File: src/ppc_pkg.sv
// ----------------------------------------------------------------------------
// ppc_pkg
// Shared types and constants of the priority pixel compositor.
// ----------------------------------------------------------------------------
package ppc_pkg;

  localparam int BLOCK_W     = 9;
  localparam int CID_W       = 6;
  localparam int COMP_W      = 8;
  localparam int RGB_W       = 3 * COMP_W;
  localparam int TIME_W      = 32;
  localparam int LEN_W       = 10;
  localparam int OP_W        = 2;
  localparam int KIND_W      = 2;
  localparam int CFG_IDX_W   = 2;
  localparam int CFG_DATA_W  = 10;
  localparam int S_TDATA_W   = 112;
  localparam int M_TDATA_W   = 40;
  localparam int QUEUE_DEPTH = 2;

  // input operations
  localparam logic [OP_W-1:0] OP_BEGIN = 2'd0;
  localparam logic [OP_W-1:0] OP_ENTRY = 2'd1;
  localparam logic [OP_W-1:0] OP_LOAD  = 2'd2;

  // result kinds
  localparam logic [KIND_W-1:0] KIND_PIXEL   = 2'd0;
  localparam logic [KIND_W-1:0] KIND_CLEAR   = 2'd1;
  localparam logic [KIND_W-1:0] KIND_OUTSIDE = 2'd2;

  // configuration register indexes
  localparam logic [CFG_IDX_W-1:0] CFG_FIRST_BASE  = 2'd0;
  localparam logic [CFG_IDX_W-1:0] CFG_FIRST_LEN   = 2'd1;
  localparam logic [CFG_IDX_W-1:0] CFG_SECOND_BASE = 2'd2;
  localparam logic [CFG_IDX_W-1:0] CFG_SECOND_LEN  = 2'd3;

  localparam logic [BLOCK_W-1:0] RST_FIRST_BASE  = 9'd100;
  localparam logic [LEN_W-1:0]   RST_FIRST_LEN   = 10'd128;
  localparam logic [BLOCK_W-1:0] RST_SECOND_BASE = 9'd300;
  localparam logic [LEN_W-1:0]   RST_SECOND_LEN  = 10'd128;

  typedef struct packed {
    logic [BLOCK_W-1:0] first_base;
    logic [LEN_W-1:0]   first_len;
    logic [BLOCK_W-1:0] second_base;
    logic [LEN_W-1:0]   second_len;
  } cfg_t;

  // classified command handed from front to back
  typedef struct packed {
    logic [OP_W-1:0]    op;
    logic [BLOCK_W-1:0] block;
    logic               beyond;
    logic [CID_W-1:0]   color_id;
    logic               pal_ok;
    logic [RGB_W-1:0]   rgb;
  } cmd_t;

endpackage

File: src/ppc_front.sv
// ----------------------------------------------------------------------------
// ppc_front
// Accepts input items, latches the frame time and picks each entry's block.
// ----------------------------------------------------------------------------
module ppc_front #(
  parameter int BLOCK_COUNT     = 512,
  parameter int PALETTE_ENTRIES = 64
) (
  input  logic                            clk,
  input  logic                            rst,
  input  logic                            s_axis_tvalid,
  output logic                            s_axis_tready,
  input  logic [ppc_pkg::S_TDATA_W-1:0]   s_axis_tdata,
  input  logic [ppc_pkg::OP_W-1:0]        s_axis_tuser,
  input  logic                            init_busy,
  input  logic                            q_ready,
  output logic                            q_push,
  output ppc_pkg::cmd_t                   q_cmd
);

  logic [ppc_pkg::TIME_W-1:0]  frame_epoch;
  logic [ppc_pkg::TIME_W-1:0]  frame_time;
  logic [ppc_pkg::BLOCK_W-1:0] pre_block;
  logic [ppc_pkg::BLOCK_W-1:0] post_block;
  logic [ppc_pkg::TIME_W-1:0]  event_time;
  logic [ppc_pkg::CID_W-1:0]   color_id;
  logic [ppc_pkg::RGB_W-1:0]   rgb;
  logic [ppc_pkg::BLOCK_W-1:0] block;
  logic                        accept;

  assign frame_time = s_axis_tdata[31:0];
  assign pre_block  = s_axis_tdata[40:32];
  assign post_block = s_axis_tdata[49:41];
  assign event_time = s_axis_tdata[81:50];
  assign color_id   = s_axis_tdata[87:82];
  // stored as red in the top byte
  assign rgb        = {s_axis_tdata[95:88], s_axis_tdata[103:96], s_axis_tdata[111:104]};

  assign s_axis_tready = q_ready && !init_busy;
  assign accept        = s_axis_tvalid && s_axis_tready;

  assign block = (frame_epoch >= event_time) ? post_block : pre_block;

  always_comb begin
    q_cmd.op       = s_axis_tuser;
    q_cmd.block    = block;
    q_cmd.beyond   = (int'(block) >= BLOCK_COUNT);
    q_cmd.color_id = color_id;
    q_cmd.pal_ok   = (int'(color_id) < PALETTE_ENTRIES);
    q_cmd.rgb      = rgb;
  end

  // unused op code is swallowed here
  assign q_push = accept && (s_axis_tuser == ppc_pkg::OP_BEGIN ||
                             s_axis_tuser == ppc_pkg::OP_ENTRY ||
                             s_axis_tuser == ppc_pkg::OP_LOAD);

  always_ff @(posedge clk) begin
    if (rst) begin
      frame_epoch <= '0;
    end else if (accept && s_axis_tuser == ppc_pkg::OP_BEGIN) begin
      frame_epoch <= frame_time;
    end
  end

endmodule

File: config.mk
export PLATFORM = sky130hd
export DESIGN_NAME = ppc_front
export DESIGN_NICKNAME = d
export VERILOG_FILES = /design/src/ppc_pkg.sv /design/src/ppc_front.sv
export SDC_FILE = /design/constraint.sdc
export NUM_CORES = 1
export LEC_CHECK = 0
export BUFFER_PORTS_ARGS = -buffer_cell sky130_fd_sc_hd__buf_2
export CORE_ASPECT_RATIO = 1.1
export CORE_MARGIN = 2
export CORE_UTILIZATION = 46
export CTS_CLUSTER_DIAMETER = 30
export DETAILED_ROUTE_END_ITERATION = 7
export PLACE_DENSITY = 0.92
export SKIP_CTS_REPAIR_TIMING = 1
export SLEW_MARGIN = 15
export SYNTH_ARGS = -nofsm -noshare
export SYNTH_HDL_FRONTEND = slang
export SYNTH_SLANG_ARGS = --single-unit
File: constraint.sdc
create_clock -name clk -period 6.1 [get_ports clk]
set_input_delay 1.22 -clock clk [delete_from_list [all_inputs] [get_ports clk]]
set_output_delay 1.22 -clock clk [all_outputs]
set_load 0.005 [all_outputs]
Word-level counts from Yosys, hierarchy flattened
Index checks and enable logic that the tools add are counted.
- magnitude comparators: 1
- eq/ne operators: 2
- mux-type cells: 1
- reductions and logical operators: 8
- operators with widths (kind ; count):
    greater-or-equal comparator 32 bit ; 1
    two-way mux 9 bit ; 1
    logical AND 1 bit ; 4
    equality test 2 x 1 -> 1 bit (second input constant) ; 1
    equality test 2 bit (second input constant) ; 1
    logical NOT 2 bit ; 1
    logical OR 1 bit ; 2
    logical NOT 1 bit ; 1
- register bits after elaboration: 32
- input bits: 119
- output and inout port bits: 45
- word-level logic and storage cells: 13

Depth between registers and ports, before layout
- depth after elaboration: 4
- gate-level depth with buffers: 9
- depth with buffers taken out: 7

Worst setup path before layout
Ideal clock, no wire load.
- kind: input -> output
- from: input port s_axis_tdata[63] in the netlist's numbering
- to: output port q_cmd[32] in the netlist's numbering
- arrival: 2.749 ns
- required time: 4.880 ns
- setup slack: 2.131 ns
- cell stages on the path: 9
- buffers on the path: 2
- cell sequence: inv_1 -> ha_1 -> a21o_1 -> a21o_1 -> a221o_1 -> buf_6 -> o21a_1 -> buf_6 -> o211ai_2
- RTL lines (item ; RTL line ; source):
    start, declared ; ppc_front.sv:13 ; input logic [ppc_pkg::S_TDATA_W-1:0] s_axis_tdata,
    end, declared ; ppc_front.sv:18 ; output ppc_pkg::cmd_t q_cmd

==> impl_results.md <==
* Status: finished clean
* DR WL met3 at 403 um
* Synth cell types at 32
* FF-to-FF End: frame_epoch[7]
* Worst Tran Pin Value at 1080 ps
* Multi-input combinational cell area at between 0.001 and 0.0015 mm2
* Clock Latency Late Sink at around 270 ps
* Inserted Clock Buffers at 5
* Yosys warns at 0
* Leak at approximately 1.4 nW
* Total number of vias at 2,373
* Max FO, Critical Path at 10
* Nets at 542
* Crit-path max cell delay at between 400 and 500 ps
* Antenna Nets Post-Route at 0
* Power density over the cells at between 150 and 200 mW/mm2
* Count leader, synth: nand2_1
* Die Ht at 82.0 um
* Reg area at 641 um2
* Pin count of the biggest net entering global routing at 33
* Pre-antenna DRT Iters at 4
* CTS Root Cell: clkbuf_8
* Avg WL per Cell at 12.4 um
* Num ports at 164
* R2R Setup Slk at ~5400 ps
* Crit share post-route at 73.1%
* Die Area at 0.00614 mm2
* Ant diodes at 0
* Max Cap Viol at 0
* Yosys reg bits at 32
* Biggest register: frame_epoch
* Clock skew at 0 ps
* Synthesized area per cell at 7.76 um2
* Clock Path Buffers at 2
* First-pass GRT wire length at approximately 9000 um
* Net Switching at roughly 0.11 mW
* RSZ-0062 raised after global routing: no
* Clock power frac at 36.2%
* Max Slew Vio Count at 0
* Sw frac at 24.5%
* Final Util at 54.6%
* Fmax at between 200 and 250 MHz
* CTS tree: done
* Hold Path Origin: frame_epoch[0]
* Routability cong. at 0.781
* Mapped Area at 0.00254 mm2
* Worst-path clk slew at 60 ps
* Logic pwr share at 17.1%
* HPWL after detailed placement at 4710 um
* Most used DFF post-synth: dfxtp_1
* Fin worst setup slack at 1640 ps
* Reg2reg start: frame_epoch[7]
* Placed Instance Area at 0.00284 mm2
* CP max stage cell: o21a_1
* Top layer reached by signal wires: met4
* Crit end category: output pin
* Syn_nets at around 480
* Post-Place Setup Slack at 1650 ps
* Syn Inst Count at 328
* Number of global-route vias before repair at ~2.2k
* Crit path max-delay family: compound AO/OA/AOI/OAI gates
* Hold Path End: frame_epoch[0]
* Initial core utilization at 47.5%
* Leading area contributor after synthesis: dfxtp_1
* Worst r2r path cells at 2
* Max reg flops at 32
* Async SR Flop Fraction at 0%
* Finished Cell Area at 0.00293 mm2
* Area grow syn2layout at 15.0%
* WP data arrival at approximately 3200 ps
* Minimum clock period at 4460 ps
* Fillers at 510
* Final hold vios at 0
* HP Class: reg -> reg
* Die X at 74.9 um
* Crit path launch type: input port
* Area of the core at 0.00536 mm2
* Synth area leaders: dfxtp_1, ha_1, nand2_1
* Total GRT Usage at 18.8%
* DRT Wirelength at 5780 um
* Initial DRC Count at 60
* Hold Path Cell Cnt at 2
* Routed length on met1 at around 2400 um
* Max VDD drop at about 0.12 mV
* Buf/Inv on CP at 3
* DRC violations left at 0
* P_int at 0.344 mW
* Gr ovfl total at 0
* EDFF count, synth at 0
* Worst slew margin at ~28%
* Via-to-Cell Ratio at 5.08
* Crit path kind: in -> out
* Placed cells at 459
* Port Buffer Count at 101
* Sequential share of the synthesized area at 25.2%
* Reg power frac at roughly 47%
* Share of layout cells above drive strength 1 at 31.6%
* Met2 wire length at roughly 2900 um
* Non-Filler Instances at 467
* Final setup vio count at 0
* Top-area cell type share of the netlist area at 25.2%
* Crit path required time at 4880 ps
* Synth cell count leaders: nand2_1, a21oi_1, buf_4
* Cell repeated most along the worst path: buf_2
* Initial antenna violation count at 0
* Largest regs: frame_epoch (32)
* Post-Route Setup TNS at 0 ps
* Clock sinks at 32
* CP cell instances: buf_2 -> inv_1 -> ha_1 -> and4_1 -> o211ai_1 -> o32ai_4 -> o21a_1 -> o211ai_2 -> buf_2
* Htree depth at 2
* Row count at 28
-- worst max path at each step --
stage | start | endpoint | slack, ps | depth (start not counted)
floorplan | s_axis_tdata[63] | q_cmd[32] | 2130 | 9
global placement | s_axis_tdata[64] | q_cmd[38] | 1710 | 9
detailed placement | s_axis_tdata[64] | q_cmd[35] | 1650 | 9
CTS | s_axis_tdata[64] | q_cmd[35] | 1650 | 9
global route | s_axis_tdata[81] | q_cmd[39] | 1450 | 8
finish | s_axis_tdata[64] | q_cmd[40] | 1640 | 9
-- per-layer routing --
metal  GRT usage [%]  up-vias
met5               0        -
met1            19.7     1066
met2            35.7       80
met4            7.32        0
met3            4.29       10
li1                -     1217
-- worst min-delay path, cell delays in order, from the launching register on --
cell	delay, ps
dfxtp_1	310
nand2_1	50
a21oi_1	50
-- cell type report --
cell class / instances / area share [%]
Sequential cell: 32 / 21.9
Tap cell: 75 / 3.21
Clock buffer: 8 / 3.08
Timing Repair Buffer: 102 / 17.5
Multi-Input combinational cell: 218 / 50.2
Inverter: 32 / 4.10
-- cell families after synthesis --
logic type      after synthesis  synth area share (%)
other cells                   2                 0.295
compound gates               88                  24.4
flops                        32                  25.2
fa+ha+maj                    32                  15.7
buf+inv                      78                  17.3
simple gates                 96                  17.2
-- per-stage QoR --
| stage | total power [mW] | hold slack (ps) |
|---|---|---|
| after floorplan | 0.273 | 434 |
| after global placement | 0.293 | 444 |
| after detailed placement | 0.296 | 449 |
| after CTS | 0.462 | 458 |
| after global routing | 0.478 | 478 |
| final | 0.456 | 455 |
-- cells in the final DEF (no fill, tap or decap), types with 4 or more instances in the layout --
cell type,instances
buf_2,101
nand2_1,72
a21oi_1,44
inv_1,32
ha_1,32
dfxtp_1,32
o21ai_0,11
o211ai_1,10
nand3_1,10
o211ai_2,9
clkbuf_8,6
nand4_1,4
o21a_1,4
-- power groups by stage --
stage	clock, mW	combinational [mW]	sequential, mW
global placement	0	0.0754	0.218
global route	0.177	0.0878	0.213
floorplan	0	0.0556	0.217
finish	0.165	0.0778	0.213
CTS	0.171	0.0784	0.213
detailed placement	0	0.0779	0.218
Note: power is estimated with default switching activity, not from simulation.
