<file path="src/ppc_pkg.sv">
// ----------------------------------------------------------------------------
// ppc_pkg
// Shared types and constants of the priority pixel compositor.
// ----------------------------------------------------------------------------
package ppc_pkg;

  localparam int BLOCK_W     = 9;
  localparam int CID_W       = 6;
  localparam int COMP_W      = 8;
  localparam int RGB_W       = 3 * COMP_W;
  localparam int TIME_W      = 32;
  localparam int LEN_W       = 10;
  localparam int OP_W        = 2;
  localparam int KIND_W      = 2;
  localparam int CFG_IDX_W   = 2;
  localparam int CFG_DATA_W  = 10;
  localparam int S_TDATA_W   = 112;
  localparam int M_TDATA_W   = 40;
  localparam int QUEUE_DEPTH = 2;

  // input operations
  localparam logic [OP_W-1:0] OP_BEGIN = 2'd0;
  localparam logic [OP_W-1:0] OP_ENTRY = 2'd1;
  localparam logic [OP_W-1:0] OP_LOAD  = 2'd2;

  // result kinds
  localparam logic [KIND_W-1:0] KIND_PIXEL   = 2'd0;
  localparam logic [KIND_W-1:0] KIND_CLEAR   = 2'd1;
  localparam logic [KIND_W-1:0] KIND_OUTSIDE = 2'd2;

  // configuration register indexes
  localparam logic [CFG_IDX_W-1:0] CFG_FIRST_BASE  = 2'd0;
  localparam logic [CFG_IDX_W-1:0] CFG_FIRST_LEN   = 2'd1;
  localparam logic [CFG_IDX_W-1:0] CFG_SECOND_BASE = 2'd2;
  localparam logic [CFG_IDX_W-1:0] CFG_SECOND_LEN  = 2'd3;

  localparam logic [BLOCK_W-1:0] RST_FIRST_BASE  = 9'd100;
  localparam logic [LEN_W-1:0]   RST_FIRST_LEN   = 10'd128;
  localparam logic [BLOCK_W-1:0] RST_SECOND_BASE = 9'd300;
  localparam logic [LEN_W-1:0]   RST_SECOND_LEN  = 10'd128;

  typedef struct packed {
    logic [BLOCK_W-1:0] first_base;
    logic [LEN_W-1:0]   first_len;
    logic [BLOCK_W-1:0] second_base;
    logic [LEN_W-1:0]   second_len;
  } cfg_t;

  // classified command handed from front to back
  typedef struct packed {
    logic [OP_W-1:0]    op;
    logic [BLOCK_W-1:0] block;
    logic               beyond;
    logic [CID_W-1:0]   color_id;
    logic               pal_ok;
    logic [RGB_W-1:0]   rgb;
  } cmd_t;

endpackage

</file>
<file path="src/ppc_queue.sv">
// ----------------------------------------------------------------------------
// ppc_queue
// Short command queue between the front and the back.
// ----------------------------------------------------------------------------
module ppc_queue (
  input  logic          clk,
  input  logic          rst,
  input  logic          push,
  input  ppc_pkg::cmd_t din,
  output logic          ready,
  input  logic          pop,
  output ppc_pkg::cmd_t dout,
  output logic          valid
);

  localparam int PTR_W = $clog2(ppc_pkg::QUEUE_DEPTH);

  ppc_pkg::cmd_t    entries [ppc_pkg::QUEUE_DEPTH];
  logic [PTR_W-1:0] wr_ptr;
  logic [PTR_W-1:0] rd_ptr;
  logic [PTR_W:0]   count;

  assign ready = (count != (PTR_W+1)'(ppc_pkg::QUEUE_DEPTH));
  assign valid = (count != '0);
  assign dout  = entries[rd_ptr];

  always_ff @(posedge clk) begin
    if (push) begin
      entries[wr_ptr] <= din;
    end
  end

  always_ff @(posedge clk) begin
    if (rst) begin
      wr_ptr <= '0;
      rd_ptr <= '0;
      count  <= '0;
    end else begin
      if (push) begin
        wr_ptr <= wr_ptr + 1'b1;
      end
      if (pop) begin
        rd_ptr <= rd_ptr + 1'b1;
      end
      if (push && !pop) begin
        count <= count + 1'b1;
      end else if (pop && !push) begin
        count <= count - 1'b1;
      end
    end
  end

endmodule

</file>
<file path="config.mk">
export PLATFORM = sky130hd
export DESIGN_NAME = ppc_queue
export DESIGN_NICKNAME = d
export VERILOG_FILES = /design/src/ppc_pkg.sv /design/src/ppc_queue.sv
export SDC_FILE = /design/constraint.sdc
export NUM_CORES = 1
export LEC_CHECK = 0
export BUFFER_PORTS_ARGS = -buffer_cell sky130_fd_sc_hd__buf_4
export CAP_MARGIN = 20
export CORE_UTILIZATION = 24
export DETAILED_ROUTE_END_ITERATION = 10
export GPL_TIMING_DRIVEN = 0
export SYNTH_ARGS = -nofsm -noshare
export SYNTH_HDL_FRONTEND = slang
export SYNTH_SLANG_ARGS = --single-unit
</file>
<file path="constraint.sdc">
create_clock -name clk -period 5.3 [get_ports clk]
set_clock_uncertainty 0.15 [all_clocks]
set_input_delay 0.265 -clock clk [delete_from_list [all_inputs] [get_ports clk]]
set_output_delay 0.265 -clock clk [all_outputs]
set_load 0.1 [all_outputs]
</file>
**After elaboration in Yosys (flattened, before gate mapping)**

Memories as Yosys holds them, arrays and structs flattened. A register that Yosys moved wholly into a read port is not among the register bits.
Index checks and enable logic that the tools add are counted.

- $add $sub $neg: 4
- Eq/ne operators: 1
- Muxes and demuxes: 6
- Reductions and logical operators: 6

Operator list:

| cell | number |
|---|---|
| two-way mux 1 bit | 4 |
| two-way mux 2 bit | 2 |
| nonzero test 2 bit | 2 |
| adder 1 bit, second input constant | 2 |
| adder 2 x 1 -> 2 bit, second input constant | 1 |
| logical AND 1 bit | 2 |
| zero test 1 bit | 2 |
| != test 2 bit, second input constant | 1 |
| subtractor 2 x 1 -> 2 bit, second input constant | 1 |

- Bits in registers: 4
- RAM bits: 86
- Logic and storage cells: 21
- Memories kept: 1

Memories:

| name | depth | bits a word | read ports | clocked after memory_dff | write ports | RTL line | source |
|---|---|---|---|---|---|---|---|
| entries | 2 | 43 | 1 | 1 | 1 | ppc_queue.sv:18 | `ppc_pkg::cmd_t entries [ppc_pkg::QUEUE_DEPTH];` |

**Depth between registers and ports, before layout**

Gate-level depths: netlist of run 1.

- Word-level depth: 4
- Gate-level depth with buffers: 5
- Gate-level depth less buffers: 5

**Least setup slack after synthesis of run 1**

No wires, ideal clock.

- Path kind: reg2reg
- From: register wr_ptr
- To: memory entries[0][0] (netlist name), enable pin
- Arrival time: 2.251 ns
- Slack: 2.451 ns
- Cell stages (with the launch flop): 2
- Path buffers: 0
- Clock period less this slack: 2.849 ns
- Cell sequence: dfxtp_1 -> nor2b_1

RTL lines:

| item | RTL line | source |
|---|---|---|
| start, declared | ppc_queue.sv:19 | `logic [PTR_W-1:0] wr_ptr;` |
| start signal, assigned | ppc_queue.sv:40 | `wr_ptr <= wr_ptr + 1'b1;` |
| end, declared | ppc_queue.sv:18 |  |

No word-level cell before the write port.

==> results.yml, run 1 <==
hold_path:
  hold_class: "input pin to register"
placed_design:
  gp_congestion: 0.642
  hpwlAfterDp_mm: 4.05
  dpl-instance-area_um2: 4280
  port_buffers: 91
  place_ws_ps: 3560
  dp.cells: 425
synth:
  synth_warnings: 0
  synth_area_leaders: "edfxtp_1 78%, mux2_1 15%, dfxtp_1 3.0%"
  synth_top_area_cell: "edfxtp_1"
  syn_area_per_cell_um2: 21.3
  synth-seq-cells: 91
  syn_area_um2: 3320
  syn_inst: 156
  ys_types: 17
  ys_seq_area_share_pct: 80.7
  yosysTopAreaCellShare_pct: 77.7
  syn-num-nets: 204
pwr:
  clkPwrFrac_pct: 31.0
  p_switching_uw: 626
  internal_power_uw: 1330
  swShare_pct: 31.9
  p_leak_uw: 0.00188
  p_comb_share_pct: 25.7
  ir_drop_mv: 0.156
  pwr-share-seq_pct: 43.3
  power.density_nw_per_um2: 392
layout:
  num-fill-cells: 1288
  final_cells: 485
  final_common_cell: "buf_4"
  mostFrequentLayoutCells: "91 x buf_4, 86 x edfxtp_1, 44 x dlygate4sd3_1"
  final_layout_size_suffix_gt1_share_pct: 35.9
  antenna_cells: 0
  nets: 352
  stdcell_area_um2: 5000
  synthToLayoutAreaGrowth_pct: 50.3
  postLayoutCoreUtil_pct: 37.3
clocking:
  clkTransAtPathRegs_ps: 60
  postCtsSetupRepairBufs: 0
  root_buffer: "clkbuf_16"
  cts.sink_count: 91
  tritoncts: "built"
  cts_buffer_depth: 2
  htree_levels: 3
  clkLatencyLatePin_ps: 340
  cts_buffers: 9
worst_setup_path:
  worstSetupEndpointType: "output port"
  rrSetupSlack_ps: 3670
  r2r_cells: 2
  cp.arrival_ps: 1650
  crit_fanout: 10
  crit_type: "register to output port"
  worst_r2r_endpoint: "entries[1][12]$_DFFE_PP_"
  crit_end: "dout[36]"
  critPathRequiredTime_ps: 4890
  startpoint_type: "register"
  reg2reg_from: "wr_ptr$_SDFFE_PP0P_"
sta:
  slew_headroom_pct: 63.8
  fin_crit_sh_pct: 38.9
  hold_viol_final: 0
  max_freq_ghz: 0.485
  period_minus_slack_ps: 2060
  worstMarginPinSlew_ps: 542
  slew_violations: 0
  setup_violations: 0
  layout_setup_ws_ps: 3240
  rsz0062_at_grt: "no"
  final.setup.tns_ps: 0
floorplanning:
  std_cell_rows: 42
  pin_count: 92
  die_h_um: 120
  die_area_um2: 14300
  initial_core_util_pct: 24.8
  coreArea_um2: 13400
  die_w_um: 120
drt:
  post-route-drc-count: 0
  wirelength_mm: 6.42
  wire_per_inst_um: 13.2
  drt_iter0_drc: 37
  num_vias: 1895
  dr.pass1.iters: 4
  ant_nets: 0
  viasPerCell: 3.91
grt:
  grt_overflow: 0
  gr-usage-met1_pct: 10.8
  busiest_layer: "met2"
  met3_usage_pct: 2.95
  grt_pass1_wl_mm: 10.1
  grt_max_degree: 29
  antenna_found_initial: 0
  grt_pass1_vias: 2032
  grtUsageMet2_pct: 16.2
  track_usage_pct: 9.65
flow_run:
  maxCapViolations: 0
status:
  status: "finished clean"
-- worst min-delay path by stage --
stage               depth (start not counted)     from  slack, ps                       end
floorplan                                   1      rst        180     count[1]$_SDFFE_PP0P_
global placement                            1  din[39]        300  entries[0][39]$_DFFE_PP_
detailed placement                          1  din[41]        300  entries[0][41]$_DFFE_PP_
CTS                                         3     push         30       wr_ptr$_SDFFE_PP0P_
global route                                3     push         30       wr_ptr$_SDFFE_PP0P_
finish                                      3     push         50       wr_ptr$_SDFFE_PP0P_
-- critical path: stages, from the launching register on --
cell	delay [ps]
dfxtp_1	300
buf_2	220
buf_6	190
mux2_1	350
buf_4	240
-- power groups by stage --
stage               clock network (uW)  registers (uW)  logic, uW
global placement                     0             865        474
global route                       658             852        523
CTS                                632             848        510
finish                             608             848        504
floorplan                            0             862        364
detailed placement                   0             864        482
-- sequential cells by signal, summed over array words and instances (netlist names), named ones only --
register,count
wr_ptr,1
count,2
rd_ptr,1
entries,86
-- cell usage after synthesis --
master and number:
edfxtp_1 86, mux2_1 43, dfxtp_1 5, buf_6 4, nor2_1 4, xnor2_1 2, xor2_1 2, a21oi_1 1
and2_1 1, buf_2 1, ha_1 1, inv_1 1, nand2b_1 1, nor2b_1 1, o21ai_0 1, or2_1 1
or3_1 1
-- metal layers --
metal / wire [um] / up-vias
met3: 298 / 12
met2: 3190 / 56
li1: - / 900
met1: 2770 / 927
met5: 0 / -
met4: 159 / 0
-- metrics by stage --
stage	power [uW]	hold WS, ps
floorplan	1230	184
global placement	1340	300
detailed placement	1350	302
CTS	1990	28.0
global route	2030	31.3
finish	1960	47.1
-- cell families after synthesis --
kind of cell / after synthesis / share of synthesized area [%]
and+or+nand+nor: 9 / 1.39
muxes: 43 / 14.6
xor gates and xnor gates: 4 / 1.05
DFF: 91 / 80.7
adders and majority gates: 1 / 0.376
buffers and inverters: 6 / 1.62
AOI/OAI and AO/OA: 2 / 0.301
-- what timing repair did --
action	in CTS	in global routing
endpoints found under the hold margin	91	0
resized for setup	0	0
hold buffers	44	0
-- area by class of cell --
cell class	instances	area, um^2	share of cell area (%)
multi-input cells	59	597	11.9
well taps	176	220	4.41
clock inverters	3	38.8	0.776
plain buffers	5	50.0	1.00
clock buffers	13	240	4.81
inverters	1	3.75	0.0751
repair buffers	137	1160	23.3
flip-flops and latches	91	2680	53.7
Power figures use the tool's default switching activity.
==> run 2: changes to the inputs <==
Clock period 5.3 ns to 2.1 ns, I/O delays scaled along.
==> run 2 against run 1 <==
Against the previous run:
- sequential cell count stayed put
- setup slack lost 3000 ps
- critical path depth unchanged
- worst hold slack better by 290 ps
- clock power grew to 2.5 times the previous value
- sequential share of layout area is 0.21 points lower
- utilization up 0.15 points
- clock-buffer cell count did not move
- combinational power grew to 2.5 times the previous value
- via count shrank 0.37%
- first-iteration DRC count rose by 8.1%
- total power increased to 2.5 times the previous value
- critical path type unchanged
- critical endpoint is now dout[7]
- largest power group unchanged
==> results.yml, run 2 (same netlist as run 1, synthesis figures left out) <==
sta:
  rsz0062_at_grt: "no"
  period_minus_slack_ps: 1900
  slew_headroom_pct: 64.1
  hold_viol_final: 0
  fin_crit_sh_pct: 90.5
  max_freq_ghz: 0.526
  final.setup.tns_ps: 0
  slew_violations: 0
  setup_violations: 0
  worstMarginPinSlew_ps: 537
pwr:
  ir_drop_mv: 0.359
  power.density_nw_per_um2: 986
  clkPwrFrac_pct: 31.0
  power_uw: 4950
  p_comb_share_pct: 25.7
  p_switching_uw: 1580
  pwr-share-seq_pct: 43.3
  p_leak_uw: 0.00189
  swShare_pct: 31.9
  internal_power_uw: 3370
clocking:
  root_buffer: "clkbuf_16"
  htree_levels: 3
  postCtsSetupRepairBufs: 0
  clkLatencyLatePin_ps: 340
  cts.sink_count: 91
  postCtsHoldBufs: 46
  tritoncts: "built"
  clkTransAtPathRegs_ps: 60
  cts_resized: 0
  cts_buffer_depth: 2
  cts_buffers: 9
worst_setup_path:
  reg2reg_from: "wr_ptr$_SDFFE_PP0P_"
  startpoint_type: "register"
  critPathTopFamily: "buffers and inverters"
  crit_type: "register to output port"
  cp_num_buf_inv: 3
  critPathMaxStageDelay_ps: 350
  rrSetupSlack_ps: 480
  cp.arrival_ps: 1650
  cp_num_cells: 4
  crit_chain: "buf_2, buf_6, mux2_1, buf_4"
  crit_end: "dout[7]"
  worstSetupEndpointType: "output port"
  crit_path_top_delay_cell: "mux2_1"
  worst_r2r_endpoint: "entries[1][24]$_DFFE_PP_"
  r2r_cells: 2
  critPathRequiredTime_ps: 1850
  crit_fanout: 10
grt:
  gr-usage-met1_pct: 11.0
  grt_pass1_vias: 1987
  track_usage_pct: 9.47
  grt_overflow: 0
  met3_usage_pct: 3.09
  grtUsageMet2_pct: 15.1
  antenna_found_initial: 0
  grt_pass1_wl_mm: 9.85
  busiest_layer: "met2"
  grt_max_degree: 29
layout:
  mostFrequentLayoutCells: "91 x buf_4, 86 x edfxtp_1, 46 x dlygate4sd3_1"
  reg_top3: "entries: 86 flops, count: 2 flops"
  antenna_cells: 0
  final_common_cell: "buf_4"
  nets: 354
  largest_register: "entries"
  largest_reg_flops: 86
  synthToLayoutAreaGrowth_pct: 50.9
  final_layout_size_suffix_gt1_share_pct: 35.7
flow_run:
  maxCapViolations: 0
drt:
  drt_iter0_drc: 40
  wirelength_mm: 6.43
  wire_per_inst_um: 13.2
  ant_nets: 0
  post-route-drc-count: 0
  num_vias: 1888
  dr.pass1.iters: 3
  viasPerCell: 3.88
floorplanning:
  std_cell_rows: 42
  coreArea_um2: 13400
  die_w_um: 120
  pin_count: 92
  initial_core_util_pct: 24.8
  die_area_um2: 14300
  die_h_um: 120
placed_design:
  hpwlAfterDp_mm: 4.10
  port_buffers: 91
  gp_congestion: 0.657
hold_path:
  hold_class: "input pin to register"
status:
  status: "finished clean"
[run 2: cell count changes in the layout (fill, tap and decap cells not counted)]
cell | before | now
dlygate4sd3_1 | 44 | 46
[run 2: per-stage QoR]
step / util, % / hold slack, ps / setup WS [ps] / cells / instance area [um^2]
floorplan: - / 24.1 / 73.8 / 156 / 3330
global placement: 31.6 / 141 / -672 / 423 / 4230
detailed placement: 31.9 / 144 / 456 / 425 / 4280
CTS: 37.4 / 316 / 150 / 487 / 5020
global route: 37.4 / 329 / 112 / 487 / 5020
finish: 37.4 / 334 / 199 / 487 / 5020
[run 2: final cells by class]
type / instances / area, um^2
fill: 1272 / 8380
sequential: 91 / 2680
timing repair buffer: 139 / 1180
multi-input combinational: 59 / 597
clock buffer: 13 / 240
tap: 176 / 220
buffer: 5 / 50.0
clock inverter: 3 / 38.8
inverter: 1 / 3.75
[run 2: routing by layer]
layer | part of all wire [%] | wire (um)
met5 | 0 | 0
met4 | 2.3 | 146
met3 | 4.8 | 311
met2 | 49 | 3140
met1 | 44 | 2830
[run 2: how the worst min path moves through the flow]
stage | startpoint | to | slack (ps) | cells after the start
final | din[18] | entries[0][18]$_DFFE_PP_ | 330 | 2
after global routing | din[21] | entries[0][21]$_DFFE_PP_ | 330 | 2
after CTS | din[18] | entries[0][18]$_DFFE_PP_ | 320 | 2
after detailed placement | din[11] | entries[0][11]$_DFFE_PP_ | 140 | 1
after global placement | din[26] | entries[0][26]$_DFFE_PP_ | 140 | 1
after floorplan | rst | count[1]$_SDFFE_PP0P_ | 20 | 1
[run 2: worst register-to-register path, delay by kind of cell, from the launching register on]
| kind | cells | cell delay [ps] |
|---|---|---|
| AND/OR/NAND/NOR | 1 | 470 |
| buffers and inverters | 1 | 270 |
| flip-flops | 1 | 390 |
[run 2: power by group through the flow]
stage	registers (uW)	logic, uW	clock network, uW
3_5_place_dp	2180	1220	0
6_report	2140	1270	1530
2_1_floorplan	2170	918	0
4_1_cts	2140	1290	1600
3_3_place_gp	2180	1200	0
5_1_grt	2150	1320	1660
